<file path="src/rtl/gqvg_pkg.sv">
// Shared types, codes and saturation helper for the glyph quad vertex generator.
package gqvg_pkg;

  localparam int DEFAULT_MAX_SAMPLERS = 16;

  localparam int COORD_W = 32;
  localparam int RECIP_W = 24;
  localparam int QUADS_W = 16;
  localparam int UV_W    = 16;
  localparam int SLOT_W  = 4;
  localparam int TOTAL_W = 19;
  localparam int FAULT_W = 2;
  localparam int SAT_W   = 48;

  localparam logic [TOTAL_W-1:0] INDICES_PER_QUAD = 19'd6;

  // Fault codes
  localparam logic [FAULT_W-1:0] FAULT_NONE       = 2'd0;
  localparam logic [FAULT_W-1:0] FAULT_TABLE_FULL = 2'd1;
  localparam logic [FAULT_W-1:0] FAULT_BUDGET     = 2'd2;

  localparam logic [1:0] CORNER_FIRST = 2'd0;
  localparam logic [1:0] CORNER_LAST  = 2'd3;

  // Configuration register indexes
  localparam logic [1:0] REG_RECIP_X   = 2'd0;
  localparam logic [1:0] REG_RECIP_Y   = 2'd1;
  localparam logic [1:0] REG_MAX_QUADS = 2'd2;

  typedef struct packed {
    logic [SLOT_W-1:0]  slot;
    logic [FAULT_W-1:0] fault;
    logic [TOTAL_W-1:0] total;
  } slot_res_t;

  typedef struct packed {
    logic signed [COORD_W-1:0] x0;
    logic signed [COORD_W-1:0] y0;
    logic signed [COORD_W-1:0] y1;
    logic signed [COORD_W-1:0] sw;
    logic [4*UV_W-1:0]         uv;
    slot_res_t                 res;
  } stage3_t;

  localparam logic signed [SAT_W-1:0] S32_MAX = 48'sd2147483647;
  localparam logic signed [SAT_W-1:0] S32_MIN = -48'sd2147483648;

  function automatic logic signed [COORD_W-1:0] sat32(input logic signed [SAT_W-1:0] v);
    logic signed [COORD_W-1:0] r;
    if (v > S32_MAX) begin
      r = 32'sh7FFFFFFF;
    end else if (v < S32_MIN) begin
      r = 32'sh80000000;
    end else begin
      r = v[COORD_W-1:0];
    end
    return r;
  endfunction

endpackage

</file>
<file path="src/rtl/gqvg_vertex_emitter.sv">
// Output register that holds one quad and sends its corners one per transfer, or one item if faulted.
module gqvg_vertex_emitter (
  input  logic                    clk,
  input  logic                    rst,
  input  logic                    load_valid,
  output logic                    load_ready,
  input  gqvg_pkg::stage3_t       load,
  output logic                    m_axis_tvalid,
  input  logic                    m_axis_tready,
  output logic [119:0]            m_axis_tdata,  // vert_x, vert_y, tex_u, tex_v, sampler_slot, index_total
  output logic [3:0]              m_axis_tuser,  // corner, fault
  output logic                    m_axis_tlast
);

  logic                                busy;
  logic [1:0]                          corner;
  logic signed [gqvg_pkg::COORD_W-1:0] x0, x1, y0, y1;
  logic [gqvg_pkg::UV_W-1:0]           u0, v0, u1, v1;
  logic [gqvg_pkg::SLOT_W-1:0]         slot;
  logic [gqvg_pkg::TOTAL_W-1:0]        total;
  logic [gqvg_pkg::FAULT_W-1:0]        fault;

  logic                                take;
  logic                                last_beat;
  logic                                ok;
  logic signed [gqvg_pkg::COORD_W-1:0] x1_calc;
  logic signed [gqvg_pkg::COORD_W-1:0] vx, vy;
  logic [gqvg_pkg::UV_W-1:0]           tu, tv;

  assign take       = m_axis_tvalid && m_axis_tready;
  assign last_beat  = (fault != gqvg_pkg::FAULT_NONE) || (corner == gqvg_pkg::CORNER_LAST);
  assign load_ready = !busy || (take && last_beat);
  assign ok         = (load.res.fault == gqvg_pkg::FAULT_NONE);
  assign x1_calc    = gqvg_pkg::sat32(gqvg_pkg::SAT_W'(load.x0) + gqvg_pkg::SAT_W'(load.sw));

  always_ff @(posedge clk) begin
    if (rst) begin
      busy   <= 1'b0;
      corner <= gqvg_pkg::CORNER_FIRST;
    end else if (load_valid && load_ready) begin
      busy   <= 1'b1;
      corner <= gqvg_pkg::CORNER_FIRST;
    end else if (take && last_beat) begin
      busy   <= 1'b0;
    end else if (take) begin
      corner <= corner + 2'd1;
    end
  end

  // Fault items carry only the index total and the fault code
  always_ff @(posedge clk) begin
    if (load_valid && load_ready) begin
      x0    <= ok ? load.x0 : '0;
      x1    <= ok ? x1_calc : '0;
      y0    <= ok ? load.y0 : '0;
      y1    <= ok ? load.y1 : '0;
      u0    <= ok ? load.uv[15:0]  : '0;
      v0    <= ok ? load.uv[31:16] : '0;
      u1    <= ok ? load.uv[47:32] : '0;
      v1    <= ok ? load.uv[63:48] : '0;
      slot  <= load.res.slot;
      total <= load.res.total;
      fault <= load.res.fault;
    end
  end

  // Corner order: (x0,y0) (x0,y1) (x1,y1) (x1,y0)
  assign vx = corner[1] ? x1 : x0;
  assign vy = (corner[1] ^ corner[0]) ? y1 : y0;
  assign tu = corner[1] ? u1 : u0;
  assign tv = (corner[1] ^ corner[0]) ? v1 : v0;

  assign m_axis_tvalid = busy;
  assign m_axis_tdata  = {1'b0, total, slot, tv, tu, vy, vx};
  assign m_axis_tuser  = {fault, corner};
  assign m_axis_tlast  = (corner == gqvg_pkg::CORNER_LAST);

endmodule

</file>
<file path="config.mk">
export PLATFORM = sky130hd
export DESIGN_NAME = gqvg_vertex_emitter
export DESIGN_NICKNAME = d
export VERILOG_FILES = /design/src/rtl/gqvg_pkg.sv /design/src/rtl/gqvg_vertex_emitter.sv
export SDC_FILE = /design/constraint.sdc
export NUM_CORES = 1
export LEC_CHECK = 0
export ABC_AREA = 1
export BUFFER_PORTS_ARGS = -buffer_cell sky130_fd_sc_hd__clkbuf_2
export CAP_MARGIN = 20
export CORE_ASPECT_RATIO = 0.6
export CORE_MARGIN = 5
export CORE_UTILIZATION = 50
export DETAILED_ROUTE_END_ITERATION = 8
export GPL_ROUTABILITY_DRIVEN = 0
export HOLD_SLACK_MARGIN = 0.03
export PLACE_DENSITY = 0.82
export SYNTH_ARGS = -nofsm -noshare
export SYNTH_HDL_FRONTEND = slang
export SYNTH_SLANG_ARGS = --single-unit
export TNS_END_PERCENT = 5
</file>
<file path="constraint.sdc">
create_clock -name clk -period 17.4 [get_ports clk]
set_input_delay 0.87 -clock clk [delete_from_list [all_inputs] [get_ports clk]]
set_output_delay 0.87 -clock clk [all_outputs]
set_load 0.02 [all_outputs]
</file>
**Yosys cells after proc, flatten, opt, wreduce, memory -nomap -nowiden**

Index checks and enable logic that the tools add are counted.

- $add $sub $neg: 2
- Mux-type cells: 8
- Equal/unequal tests: 1
- Bitwise logic cells: 3
- Reductions and logical operators: 12
- Magnitude comparators: 2

Operators with widths:

| kind | count |
|---|---|
| $mux W32 | 3 |
| $add A32 B32 Y33 | 1 |
| $gt A33 B32 Y1 const B | 1 |
| $lt A33 B32 Y1 const B | 1 |
| $mux W16 | 2 |
| $mux W31 | 1 |
| $reduce_bool A2 Y1 | 2 |
| $reduce_or A2 Y1 | 2 |
| $logic_and A1 B1 Y1 | 3 |
| $add A2 B1 Y2 const B | 1 |
| $eq A2 B2 Y1 const B | 1 |
| $logic_not A2 Y1 | 1 |
| $logic_or A1 B1 Y1 | 2 |
| $mux W1 | 2 |
| $not A1 Y1 | 2 |
| $reduce_and A2 Y1 | 1 |
| $logic_not A1 Y1 | 1 |
| $xor A1 B1 Y1 | 1 |

- Logic and storage cells: 42
- Register bits: 220

**Longest topological paths before layout**

- Depth in word-level cells: 6
- Gate-level depth with buffers: 19

**Worst setup path after synthesis**

Ideal clock, no wire load.

- Path type: in2reg
- Start: in m_axis_tready
- End: reg fault[0] (netlist bit), enable pin
- Data required time: 16.832 ns
- Cell stages on the path: 4
- Data arrival time: 5.884 ns
- Setup slack: 10.948 ns
- Library setup time: 0.568 ns
- Path through: inv_1 -> o21ai_0 -> nand2_1 -> inv_1

- Longest elaborated chain between the ends: 4

RTL lines:

| what | line | RTL |
|---|---|---|
| from (decl) | gqvg_vertex_emitter.sv:9 | `input logic m_axis_tready,` |
| $logic_and A1 B1 Y1 | gqvg_vertex_emitter.sv:30 | `assign take = m_axis_tvalid && m_axis_tready;` |
| $logic_and A1 B1 Y1 | gqvg_vertex_emitter.sv:32 | `assign load_ready = !busy \|\| (take && last_beat);` |
| $logic_or A1 B1 Y1 | gqvg_vertex_emitter.sv:32 |  |
| net load_ready | gqvg_vertex_emitter.sv:6 | `output logic load_ready,` |
| $logic_and A1 B1 Y1 | gqvg_vertex_emitter.sv:52 | `if (load_valid && load_ready) begin` |
| to (signal assigned) | gqvg_vertex_emitter.sv:63 | `fault <= load.res.fault;` |
| to (decl) | gqvg_vertex_emitter.sv:21 | `logic [gqvg_pkg::FAULT_W-1:0] fault;` |

The timed path passes the listed nets, and every way through them passes these cells.
A chain may end at the register's enable or synchronous reset.

**Final worst setup path**

- Start: reg corner[1]
- End: out m_axis_tdata[80]

- Longest elaborated chain between the ends: 2

RTL lines:

| what | line | RTL |
|---|---|---|
| from (decl) | gqvg_vertex_emitter.sv:16 | `logic [1:0] corner;` |
| from (signal assigned) | gqvg_vertex_emitter.sv:39 | `corner <= gqvg_pkg::CORNER_FIRST;` |
| from (signal assigned) | gqvg_vertex_emitter.sv:42 | `corner <= gqvg_pkg::CORNER_FIRST;` |
| from (signal assigned) | gqvg_vertex_emitter.sv:46 | `corner <= corner + 2'd1;` |
| $xor A1 B1 Y1 | gqvg_vertex_emitter.sv:71 | `assign tv = (corner[1] ^ corner[0]) ? v1 : v0;` |
| $mux W16 | gqvg_vertex_emitter.sv:71 |  |
| to (decl) | gqvg_vertex_emitter.sv:10 | `output logic [119:0] m_axis_tdata,` |

Every way passes these cells.

==> metrics.yaml <==
status: "completed"
fin_ws_ns: 13.14
grt_usage_pct: 24.43
arrival_ns: 3.39
p_int_uw: 973.4
final-instance-count-excl-fill: 2076
synth-edff-count: 217
grt_pass1_vias: 9809
skew_ns: 0.01004
syn_nets: 1675
final_hold_viol_count: 0
synth_seq_cells: 220
synth_area_um2: 11740
clk_latency_ns: 0.51
rr_worst_depth: 8
finalNetCount: 2003
synth_top_area_share_pct: 55.49
std_cell_rows: 43
worst_slew_pin_slew_ns: 1.027
synthArstFlopShare_pct: 0
cts.sinks: 220
drc: 0
layout-drive-gt1-share_pct: 23.28
die_w_um: 207.9
first_pass_iters: 5
crit_required_ns: 16.53
ctsHoldBuffers: 0
cts_tree: "done"
seqPwrFrac_pct: 47.3
min_path_cells: 1
routed_wl_um: 33940
critical_path.slowest_cell: "inv_2"
max-vdd-ir-drop_mv: 0.05905
antenna_found_initial: 1
vias_per_cell: 4.945
wl_per_cell_um: 16.35
dieHeight_um: 128.7
die_area_um2: 26750
cpPeakStageDelay_ns: 0.77
crit_path_max_fanout: 52
synth.area.mux_share_pct: 0
fin_util_pct: 62.59
synth_xor_area_share_pct: 1.193
yosysTopAreaCell: "edfxtp_1"
holdCritPathClass: "in2reg"
fmax_ghz: 0.2345
pin_count: 348
setup_viol: 0
cts_buffer_depth: 3
ys_types: 28
fill_cells: 1957
maxCapViolCount: 0
multi_input_area_um2: 3993
leakage_uw: 0.007762
core_area_um2: 23080
port-buffer-count: 346
synth_top_family_by_area: "simple AND/OR/NAND/NOR gates"
area_growth_pct: 23.01
whs_ns: 0.5437
post-place-ws_ns: 13.45
grt_pass1_wl_um: 52290
p_per_area_nw_per_um2: 92.77
place_hpwl_um: 24910
yosysMostFrequentCell: "nand2_1"
seq_area_frac_synth_pct: 56.00
cp-end-kind: "output pin"
period_share_pct: 24.51
switching_share_pct: 27.37
syn_area_per_cell_um2: 8.270
insertedDiodeCount: 0
htree_levels: 1
ys_warn_count: 0
start_util_pct: 50.88
synth_compound_area_share_pct: 3.569
clkSlewWorstSetupHoldPaths_ns: 0.06
min_period_ns: 4.265
gr-total-overflow: 0
yosys-top-cells-area: "edfxtp_1 55%, nand2_1 17%, inv_1 8.0%"
path_class: "reg2out"
slew_headroom_pct: 31.52
root_buffer: "clkbuf_16"
first_iter_violations: 1034
synthCells: 1420
p_comb_share_pct: 17.7
finalSetupTns_ns: 0
drv_slew: 0
dp.cells: 2037
yosys.area_share.simple_pct: 25.50
p_clk_share_pct: 35.0
ys.flop_type: "edfxtp_1"
grt_setup_unrepaired: "false"
seqCellArea_um2: 6578
via_count: 10270
synthTopCellsByCount: "519 x nand2_1, 251 x inv_1, 217 x edfxtp_1, 209 x nor2_1, 44 x a21oi_1"
start_kind: "flop"
numCtsBuffers: 22
power.switching_uw: 366.8
cts_resized: 0
synth_fa_ha_area_share_pct: 3.686
grt_max_degree: 128
crit_chain: "buf_4 > ha_2 > buf_4 > inv_2 > nand2_1 > nand2_1 > clkbuf_2"
post-cts-setup-buffers: 0
postRouteAntennaNets: 0
[layout make-up]
class,count,area share [%]
multi-input combinational,897,27.64
clock inverter,9,0.6756
clock buffer,28,4.114
timing repair buffer,353,12.63
tap,315,2.728
sequential,220,45.53
inverter,254,6.686
[power by group through the flow]
stage	combinational [uW]	sequential, uW	clock (uW)
2_1_floorplan	144	654	0
3_3_place_gp	225	644	0
3_5_place_dp	231	645	0
4_1_cts	232	634	478
5_1_grt	261	637	501
6_report	237	634	469
[path summary, 6_finish.rpt]
| check | from | end | slack, ns |
|---|---|---|---|
| max | corner[1] | m_axis_tdata[80] | 13.14 |
| min | load[3] | total[3] | 0.54 |
| max reg2reg | corner[1] | y0[0] | 13.71 |
| min reg2reg | m_axis_tvalid | corner[1] | 0.55 |
[worst max-delay path, delay by kind of cell (launching register included)]
kind	cells	cell delay (ns)
adders and majority gates	1	0.41
buffers and inverters	4	1.78
DFF	1	0.31
and+or+nand+nor	2	0.29
[registers in the layout, indices dropped and copies added, names as in the netlist]
name,count
slot,4
u0,16
y1,32
m_axis_tvalid,1
corner,2
x1,32
u1,16
x0,32
v1,16
y0,32
fault,2
total,19
v0,16
[cell usage in the layout (no fill, tap or decap), types with 9 or more instances in the layout]
master / netlist / routed
clkbuf_2: 0 / 346
edfxtp_1: 217 / 217
a21oi_1: 44 / 44
nand2_1: 519 / 519
ha_1: 33 / 32
o21bai_1: 10 / 10
xor2_1: 13 / 13
inv_1: 251 / 248
clkbuf_16: 0 / 23
a21oi_2: 11 / 11
nor2_1: 209 / 209
nand2_2: 9 / 9
nand3_1: 28 / 28
[logic make-up (layout without fill, tap and decap cells)]
group / count (synthesis) / count (layout)
other: 1 / 1
AOI/OAI and AO/OA: 70 / 70
adders and majority gates: 34 / 34
and+or+nand+nor: 776 / 776
xor gates and xnor gates: 16 / 16
buffers and inverters: 303 / 644
DFF: 220 / 220
[per-stage QoR]
step / power (uW) / instance area [um^2]
6_report: 1340 / 14450
5_1_grt: 1399 / 14450
4_1_cts: 1345 / 14390
3_5_place_dp: 875.9 / 13700
3_3_place_gp: 869.4 / 13700
2_1_floorplan: 797.2 / 11740
[routing by layer]
layer / part of all wire [%] / GRT usage (%) / vias to the layer above
met1: 43 / 35.44 / 4646
met2: 42 / 36.04 / 543
met4: 2.7 / 6.214 / 2
met3: 12 / 7.749 / 63
met5: 0.056 / 0 / -
li1: - / - / 5012
Power figures use the tool's default switching activity.
