[src/rtl/gqvg_pkg.sv]
// Shared types, codes and saturation helper for the glyph quad vertex generator.
package gqvg_pkg;

  localparam int DEFAULT_MAX_SAMPLERS = 16;

  localparam int COORD_W = 32;
  localparam int RECIP_W = 24;
  localparam int QUADS_W = 16;
  localparam int UV_W    = 16;
  localparam int SLOT_W  = 4;
  localparam int TOTAL_W = 19;
  localparam int FAULT_W = 2;
  localparam int SAT_W   = 48;

  localparam logic [TOTAL_W-1:0] INDICES_PER_QUAD = 19'd6;

  // Fault codes
  localparam logic [FAULT_W-1:0] FAULT_NONE       = 2'd0;
  localparam logic [FAULT_W-1:0] FAULT_TABLE_FULL = 2'd1;
  localparam logic [FAULT_W-1:0] FAULT_BUDGET     = 2'd2;

  localparam logic [1:0] CORNER_FIRST = 2'd0;
  localparam logic [1:0] CORNER_LAST  = 2'd3;

  // Configuration register indexes
  localparam logic [1:0] REG_RECIP_X   = 2'd0;
  localparam logic [1:0] REG_RECIP_Y   = 2'd1;
  localparam logic [1:0] REG_MAX_QUADS = 2'd2;

  typedef struct packed {
    logic [SLOT_W-1:0]  slot;
    logic [FAULT_W-1:0] fault;
    logic [TOTAL_W-1:0] total;
  } slot_res_t;

  typedef struct packed {
    logic signed [COORD_W-1:0] x0;
    logic signed [COORD_W-1:0] y0;
    logic signed [COORD_W-1:0] y1;
    logic signed [COORD_W-1:0] sw;
    logic [4*UV_W-1:0]         uv;
    slot_res_t                 res;
  } stage3_t;

  localparam logic signed [SAT_W-1:0] S32_MAX = 48'sd2147483647;
  localparam logic signed [SAT_W-1:0] S32_MIN = -48'sd2147483648;

  function automatic logic signed [COORD_W-1:0] sat32(input logic signed [SAT_W-1:0] v);
    logic signed [COORD_W-1:0] r;
    if (v > S32_MAX) begin
      r = 32'sh7FFFFFFF;
    end else if (v < S32_MIN) begin
      r = 32'sh80000000;
    end else begin
      r = v[COORD_W-1:0];
    end
    return r;
  endfunction

endpackage

[src/rtl/gqvg_slot_table.sv]
// Texture-id to sampler slot table with slot allocation and quad budget check.
module gqvg_slot_table #(
  parameter int MAX_SAMPLERS = gqvg_pkg::DEFAULT_MAX_SAMPLERS
) (
  input  logic                           clk,
  input  logic                           rst,
  input  logic                           en,
  input  logic                           new_batch,
  input  logic [31:0]                    texture_id,
  input  logic [gqvg_pkg::QUADS_W-1:0]   max_quads,
  output gqvg_pkg::slot_res_t            res
);

  localparam int IDX_W = (MAX_SAMPLERS > 1) ? $clog2(MAX_SAMPLERS) : 1;
  localparam int CNT_W = $clog2(MAX_SAMPLERS + 1);

  logic [31:0]                  tab [MAX_SAMPLERS];
  logic [CNT_W-1:0]             slots_used;
  logic [gqvg_pkg::QUADS_W-1:0] quad_count;

  logic [CNT_W-1:0]             slots_eff;
  logic [gqvg_pkg::QUADS_W-1:0] quads_eff;
  logic [gqvg_pkg::QUADS_W-1:0] quads_next;
  logic                         hit;
  logic [IDX_W-1:0]             hit_idx;
  logic [IDX_W-1:0]             slot;
  logic [gqvg_pkg::FAULT_W-1:0] fault;
  logic                         alloc;

  assign slots_eff = new_batch ? '0 : slots_used;
  assign quads_eff = new_batch ? '0 : quad_count;

  // Lowest matching live entry wins
  always_comb begin
    hit     = 1'b0;
    hit_idx = '0;
    for (int i = 0; i < MAX_SAMPLERS; i++) begin
      if (!hit && (CNT_W'(i) < slots_eff) && (tab[i] == texture_id)) begin
        hit     = 1'b1;
        hit_idx = IDX_W'(i);
      end
    end
  end

  always_comb begin
    if (!hit && (slots_eff == CNT_W'(MAX_SAMPLERS))) begin
      fault = gqvg_pkg::FAULT_TABLE_FULL;
    end else if (quads_eff >= max_quads) begin
      fault = gqvg_pkg::FAULT_BUDGET;
    end else begin
      fault = gqvg_pkg::FAULT_NONE;
    end
  end

  assign alloc      = (fault == gqvg_pkg::FAULT_NONE) && !hit;
  assign slot       = hit ? hit_idx : slots_eff[IDX_W-1:0];
  assign quads_next = (fault == gqvg_pkg::FAULT_NONE) ? quads_eff + 1'b1 : quads_eff;

  always_comb begin
    res.fault = fault;
    res.slot  = (fault == gqvg_pkg::FAULT_NONE) ? gqvg_pkg::SLOT_W'(slot) : '0;
    res.total = gqvg_pkg::TOTAL_W'(quads_next) * gqvg_pkg::INDICES_PER_QUAD;
  end

  always_ff @(posedge clk) begin
    if (rst) begin
      slots_used <= '0;
      quad_count <= '0;
    end else if (en) begin
      slots_used <= alloc ? slots_eff + 1'b1 : slots_eff;
      quad_count <= quads_next;
    end
  end

  always_ff @(posedge clk) begin
    if (en && alloc) begin
      tab[slots_eff[IDX_W-1:0]] <= texture_id;
    end
  end

endmodule

[config.mk]
export PLATFORM = sky130hd
export DESIGN_NAME = gqvg_slot_table
export DESIGN_NICKNAME = d
export VERILOG_FILES = /design/src/rtl/gqvg_pkg.sv /design/src/rtl/gqvg_slot_table.sv
export SDC_FILE = /design/constraint.sdc
export NUM_CORES = 1
export LEC_CHECK = 0
export ABC_AREA = 1
export BUFFER_PORTS_ARGS = -buffer_cell sky130_fd_sc_hd__buf_4
export CAP_MARGIN = 20
export CORE_ASPECT_RATIO = 1.75
export CORE_MARGIN = 2
export CORE_UTILIZATION = 40
export DETAILED_ROUTE_END_ITERATION = 8
export PLACE_DENSITY = 0.54
export SYNTH_ARGS = -nofsm -noshare
export SYNTH_HDL_FRONTEND = slang
export SYNTH_SLANG_ARGS = --single-unit
[constraint.sdc]
create_clock -name clk -period 7.75 [get_ports clk]
set_clock_uncertainty 0.15 [all_clocks]
set_input_delay 0.775 -clock clk [delete_from_list [all_inputs] [get_ports clk]]
set_output_delay 0.775 -clock clk [all_outputs]
set_load 0.005 [all_outputs]
# Yosys cells after proc, flatten, opt, wreduce, memory -nomap -nowiden
# Memory sizes are Yosys's and may differ from the RTL's.
# Index checks and enable logic that the tools add are counted.
# totals
output_inout_bits	25
wordCells	132
ff_bits	21
mem_bits_rw	512
n_memories	1
# classes
mux	41
eq_ne	17
n_reduce_logical	51
magnitude_cmp	17
addsub	2
mul	1
# mem_list
memory	words	word_bits	read_ports	rd_ports_with_merged_regs	wr	line	rtl
tab	16	32	16	0	1	gqvg_slot_table.sv:17	logic [31:0] tab [MAX_SAMPLERS];
# op_table
op	count
$eq 32x32->1	16
$mux 4	16
$lt 4x5->1 const A	8
$logic_and 1x1->1	34
$mux 16	2
$lt 3x5->1 const A	4
$mux 1	19
$mul 16x2->18 const B	1
$add 16x1->16 const B	1
$ge 16x16->1	1
$logic_not 1->1	16
$lt 1x5->1 const A	2
$lt 2x5->1 const A	2
$mux 5	2
$add 5x1->5 const B	1
$eq 5x5->1 const B	1
$mux 2	2
$logic_not 2->1	1

# Logic depth before layout (Yosys ltp)
# Gate-level depths: netlist (run 1).
# logic_depth
depth_word	72
mapped_depth	40
mapped_depth_nobuf	38

# Worst setup path before layout (run 1)
# No wires, ideal clock.
# synth_timing
path_kind	input-to-output
start	input port new_batch
end	output port res[17] (netlist bit)
setup_slack_ns	1.621
cell_stages	38
path_buffers	3
t_arrival_ns	5.204
cell_sequence	buf_6 -> clkbuf_1 -> nor2_1 -> inv_1 -> ha_1 -> o21ai_0 -> a21boi_0 -> o21ai_0 -> nand2_1 -> nand3_1 -> nand2_1 -> nand2_1 -> nand2_1 -> nand2_1 -> nand2_1 -> nand2_1 -> a21oi_1 -> nor2_2 -> [2 not listed] -> nor2_2 -> xor2_1 -> inv_1 -> ha_1 -> a21oi_1 -> nand2_1 -> a21oi_1 -> o21ai_0 -> nand2_1 -> nand2_1 -> a21oi_1 -> o21ai_0 -> nand2_1 -> inv_1 -> nand2_1 -> nand2_1 -> a21oi_1 -> xor3_1
# synth_lines
element	line	rtl
start: declaration	gqvg_slot_table.sv:8	input logic new_batch,
end: declaration	gqvg_slot_table.sv:11	output gqvg_pkg::slot_res_t res

==> impl_metrics.ini, run 1 <==
[outcome]
status = complete, no violations

[final_layout]
multi_input_area_um2 = 8243
syn2layout_area_growth_pct = 13.40
seq_area_um2 = 15800
fillerInstances = 5784
antennaDiodeCount = 0
drive_above_1_share_pct = 12.55
final_nets = 2391

[clocking]
post-cts-setup-buffers = 0
htreeDepth = 2
clkSlewWorstSetupHoldPaths_ns = 0.07
cts_root_buffer = clkbuf_16
cts_hold_buf = 0
cts_resized = 0
clk_latency_ns = 0.60
clk_path_buf_depth = 3
tritoncts = yes
cts_inserted_buffers = 50
clkSinkCount = 533

[synth]
ys_seq_area_share_pct = 62.48
synthTopCellsByArea = edfxtp_1, xnor2_1, nand2_1
yosys_warnings = 0
synth_top_cells_by_count = edfxtp_1, nand2_1, inv_1, xnor2_1, xor2_1
synth-edff-count = 512
syn_area_um2 = 25280
synth_fp_nets = 2259
syn_inst = 2168
synth.distinct_cells = 54
yosysTopAreaCell = edfxtp_1
syn_avg_cell_area_um2 = 11.66
ys_async_sr_fraction_pct = 0
ys_seq_elements = 533
synthFlopType = edfxtp_1
synth_top_area_share_pct = 60.82
synth_most_common_cell = edfxtp_1

[worst_hold_path]
holdCritPathClass = in2reg
whs_path_depth = 2
hold_start = rst

[worst_setup_path]
cpPeakStageDelay_ns = 0.42
crit_top_cell = nand2_1
crit_required_ns = 6.82
crit_end = res[16]
cp-start-kind = input port
crit_path_top_delay_cell = fa_1
cp-end-kind = output pin
crit_fanout = 16
r2r_end = tab[11][12]
cp_top_family = simple AND/OR/NAND/NOR gates
rr_worst_depth = 16
cp_num_cells = 35
ff2ff_setup_slack_ns = 3.07
path_class = in2out
worstPathArrival_ns = 6.00
rr_startpoint = slots_used[3]
crit_path_start = new_batch
worst-path-buf-inv = 4

[route]
wl_per_cell_um = 24.87
ant_nets = 0
drtIter0Drc = 1262
firstDrtPassIters = 5
drt-total-wl_mm = 78.30
drc = 0
vias = 16510
avgViaCountPerCell = 5.245

[sta]
final_max_slew_viol_count = 0
hold_viol = 0
max_slew_margin_pct = 26.54
post-route-period-util_pct = 89.39
rsz0062_at_grt = no
tightest_slew_ns = 1.099
finalSetupViolCount = 0
tns_ns = 0
timing.final.ws_setup_ns = 0.8222
clock.fmax_mhz = 144.3
fin_crit_ns = 6.928

[die]
core-area_um2 = 62890
die_y_um = 336.6
io_pins = 77
rows = 122
initial_core_util_pct = 40.20
die_area_um2 = 65310
die-width_um = 194.0

[global_route]
gr-total-overflow = 0
grt_usage_pct = 23.81
grt_pass1_vias = 16658
grt_max_degree = 33
antenna_found_initial = 0
grt_pass1_wl_mm = 113.1

[pwr]
peakVddDrop_v = 0.0001444
pwr_density_cell_nw_per_um2 = 212.9
total_power_mw = 6.102
p_leak_nw = 10.71

[placed_design]
pre_cts_slack_ns = 0.7176
gp_congestion = 0.9313
io_buffers = 75
detailed_place_hpwl_mm = 54.84

[flow_run]
maxCapViolations = 0
-- layer usage --
metal	vias to the layer above	track usage [%]	wire, µm
met3	160	2.321	3125
met5	-	0	0
li1	7643	-	-
met2	498	44.82	41650
met4	0	11.70	4143
met1	8209	26.73	29380
-- worst register-to-register path: stages (launching register included) --
cell and delay (ns):
dfxtp_1 0.36, nand2_4 0.11, nand2_2 0.25, nor2_1 0.34, nand2_1 0.24, nand3_2 0.18, nand2_2 0.09, nor2_4 0.14
nand4_4 0.12, nor2_4 0.15, nand3_4 0.12, nor3b_4 0.36, nand4_4 0.25, nor2_4 0.23, inv_2 0.13, nor2_2 0.71
buf_4 0.42
-- cell usage in the layout (no fill, tap or decap), types with 8 or more instances in the layout --
cell type / Yosys / routed
or2_2: 8 / 8
o22ai_1: 27 / 27
buf_12: 0 / 9
nand2_1: 434 / 434
nor2_4: 4 / 15
a22o_1: 11 / 11
nor2_2: 5 / 10
buf_4: 28 / 142
ha_1: 38 / 38
clkbuf_1: 6 / 14
clkinv_2: 0 / 8
clkbuf_16: 0 / 53
nand3_1: 26 / 26
xor2_1: 156 / 156
nor4_1: 47 / 47
dfxtp_1: 21 / 21
inv_2: 21 / 21
inv_1: 199 / 199
xnor2_1: 198 / 198
nor2_1: 128 / 112
nand4_1: 60 / 60
o21ai_0: 65 / 65
edfxtp_1: 512 / 512
nor3_1: 25 / 25
clkinv_1: 1 / 14
a21oi_1: 42 / 42
-- worst min-delay path by stage --
stage                         end  slack, ns
floorplan           slots_used[0]       0.31
global placement    slots_used[1]       0.35
detailed placement  quad_count[4]       0.36
CTS                 slots_used[1]       0.25
global route        slots_used[1]       0.25
finish              slots_used[1]       0.28
-- power by group --
part           total, mW  switching, mW  internal [mW]
logic              0.507          0.341          0.165
clock network       2.40           1.12           1.29
registers           3.19         0.0125           3.18
total               6.10           1.47           4.63
-- state kept, by name, summed over array words and instances (netlist names) --
| name | cells |
|---|---|
| slots_used | 5 |
| quad_count | 16 |
| tab | 512 |
-- metrics by stage --
stage / cell area (µm²) / hold WS (ns) / util, % / std cells
2_1_floorplan: 25280 / 0.3138 / - / 2168
3_3_place_gp: 27030 / 0.3542 / 42.98 / 3049
3_5_place_dp: 27070 / 0.3627 / 43.04 / 3051
4_1_cts: 28610 / 0.2488 / 45.49 / 3145
5_1_grt: 28670 / 0.2537 / 45.59 / 3148
6_report: 28670 / 0.2752 / 45.59 / 3148
-- logic make-up (layout without fill, tap and decap cells) --
kind of cell / after synthesis / count (layout) / share of synthesized area [%]
AOI/OAI and AO/OA: 187 / 187 / 4.415
xor gates and xnor gates: 355 / 355 / 12.36
adders and majority gates: 39 / 39 / 1.960
buffers and inverters: 293 / 467 / 5.291
DFF: 533 / 533 / 62.48
other: 1 / 1 / 0.01483
and+or+nand+nor: 760 / 760 / 13.48
-- final cells by class --
| class | instances | area share (%) |
|---|---|---|
| Sequential cell | 533 | 55.10 |
| Clock inverter | 27 | 0.5543 |
| Inverter | 222 | 2.924 |
| Multi-Input combinational cell | 1342 | 28.75 |
| Clock buffer | 67 | 4.809 |
| Timing Repair Buffer | 151 | 4.347 |
| Tap cell | 806 | 3.518 |
(Power assumes the default switching activity.)
==> run 2: changes to the inputs <==
Settings changed: REMOVE_ABC_BUFFERS set to 1.
==> run 2 against run 1 <==
Compared with the run above: global-route usage shrank 0.21 points; largest power group unchanged; fmax down 5.5%; sequential power about the same; highest routed layer unchanged; clock power rose by 2%; final cell count unchanged; first-iteration DRC count shrank 14%.
==> impl_metrics.ini, run 2 (synthesized netlist as in run 1, its figures left out) <==
[route]
ant_nets = 0
firstDrtPassIters = 5
drtIter0Drc = 1088
vias = 16465
drc = 0
drt-total-wl_mm = 77.58
wl_per_cell_um = 24.64
avgViaCountPerCell = 5.230

[worst_setup_path]
crit_path_start = texture_id[2]
cp-start-kind = input port
crit_top_cell = nand2_1
r2r_end = tab[13][29]
cpPeakStageDelay_ns = 0.64
crit_fanout = 23
crit_required_ns = 6.82
cp-end-kind = output pin
rr_startpoint = quad_count[0]
crit_path_top_delay_cell = nor4_1
worstPathArrival_ns = 6.40
ff2ff_setup_slack_ns = 3.05
path_class = in2out
rr_worst_depth = 22
crit_end = res[17]

[pwr]
pwr_density_cell_nw_per_um2 = 214.3
p_leak_nw = 10.73
total_power_mw = 6.149
peakVddDrop_v = 0.0001587

[clocking]
htreeDepth = 2
clk_latency_ns = 0.59
cts_inserted_buffers = 49
cts_hold_buf = 0
clk_path_buf_depth = 3
cts_root_buffer = clkbuf_16
cts_resized = 0
clkSlewWorstSetupHoldPaths_ns = 0.07
post-cts-setup-buffers = 0
tritoncts = yes
clkSinkCount = 533

[final_layout]
antennaDiodeCount = 0
drive_above_1_share_pct = 12.77
final_common_cell = edfxtp_1
final_cell_mix = edfxtp_1, nand2_1, inv_1, xnor2_1, xor2_1
largest_reg_flops = 512
syn2layout_area_growth_pct = 13.50
final_nets = 2396

[global_route]
grt_usage_pct = 23.60
grt_pass1_wl_mm = 112.1
grt_max_degree = 33
antenna_found_initial = 0
grt_pass1_vias = 16380
gr-total-overflow = 0

[placed_design]
detailed_place_hpwl_mm = 53.81
gp_congestion = 0.9029
io_buffers = 75

[sta]
rsz0062_at_grt = no
fin_crit_ns = 7.328
tightest_slew_ns = 1.096
final_max_slew_viol_count = 0
clock.fmax_mhz = 136.5
max_slew_margin_pct = 26.78
hold_viol = 0
hold_ws_ns = 0.2972
post-route-period-util_pct = 94.55
tns_ns = 0
finalSetupViolCount = 0

[die]
core-area_um2 = 62890
io_pins = 77
die-width_um = 194.0
initial_core_util_pct = 40.20
die_area_um2 = 65310
die_y_um = 336.6
rows = 122

[flow_run]
maxCapViolations = 0

[outcome]
status = complete, no violations

[worst_hold_path]
holdCritPathClass = in2reg
run 2: through the flow:
step / instance area (µm²) / setup slack, ns / util [%] / instances
after global routing: 28690 / 0.01460 / 45.62 / 3148
after global placement: 27080 / 0.2733 / 43.06 / 3058
final: 28690 / 0.4225 / 45.62 / 3148
after CTS: 28650 / 0.3017 / 45.56 / 3146
after detailed placement: 27080 / 0.3008 / 43.06 / 3058
after floorplan: 24780 / 1.897 / - / 2097
run 2: power by group:
group	internal [mW]	switching [mW]	leakage, nW
clock	1.37	1.08	0.753
sequential	3.18	0.0133	4.80
combinational	0.168	0.341	5.19
total	4.72	1.43	10.7
run 2: worst min path at each step:
stage          slack, ns       endpoint          start  cells past startpoint
3_3_place_gp        0.36  quad_count[6]  quad_count[6]                      2
3_5_place_dp        0.36  slots_used[1]  slots_used[1]                      2
6_report            0.30  slots_used[1]            rst                      2
2_1_floorplan       0.31  slots_used[0]  slots_used[0]                      2
4_1_cts             0.26  slots_used[1]            rst                      2
5_1_grt             0.27  slots_used[1]            rst                      2
run 2: final cells by class:
class	count	area (µm²)
clock buffers	66	1330
clock inverters	22	239.0
fillers	5733	34200
inverters	222	838.3
multi-input cells	1342	8228
flip-flops and latches	533	15800
well taps	806	1008
repair buffers	157	1254
run 2: per-layer routing:
metal | share of wire (%) | vias up | wire [µm] | global-route usage (%)
met3 | 3.7 | 137 | 2862 | 2.281
met5 | 0 | - | 0 | 0
met1 | 37 | 8244 | 29050 | 26.40
met2 | 54 | 428 | 41770 | 44.70
met4 | 5.0 | 0 | 3888 | 11.27
li1 | - | 7656 | - | -
run 2: critical path: cells and delay by family:
| kind | cells | cell delay (ns) |
|---|---|---|
| compound gates | 6 | 0.98 |
| xor+xnor | 2 | 0.71 |
| buf+inv | 4 | 0.86 |
| simple gates | 17 | 2.69 |
| fa+ha+maj | 1 | 0.36 |
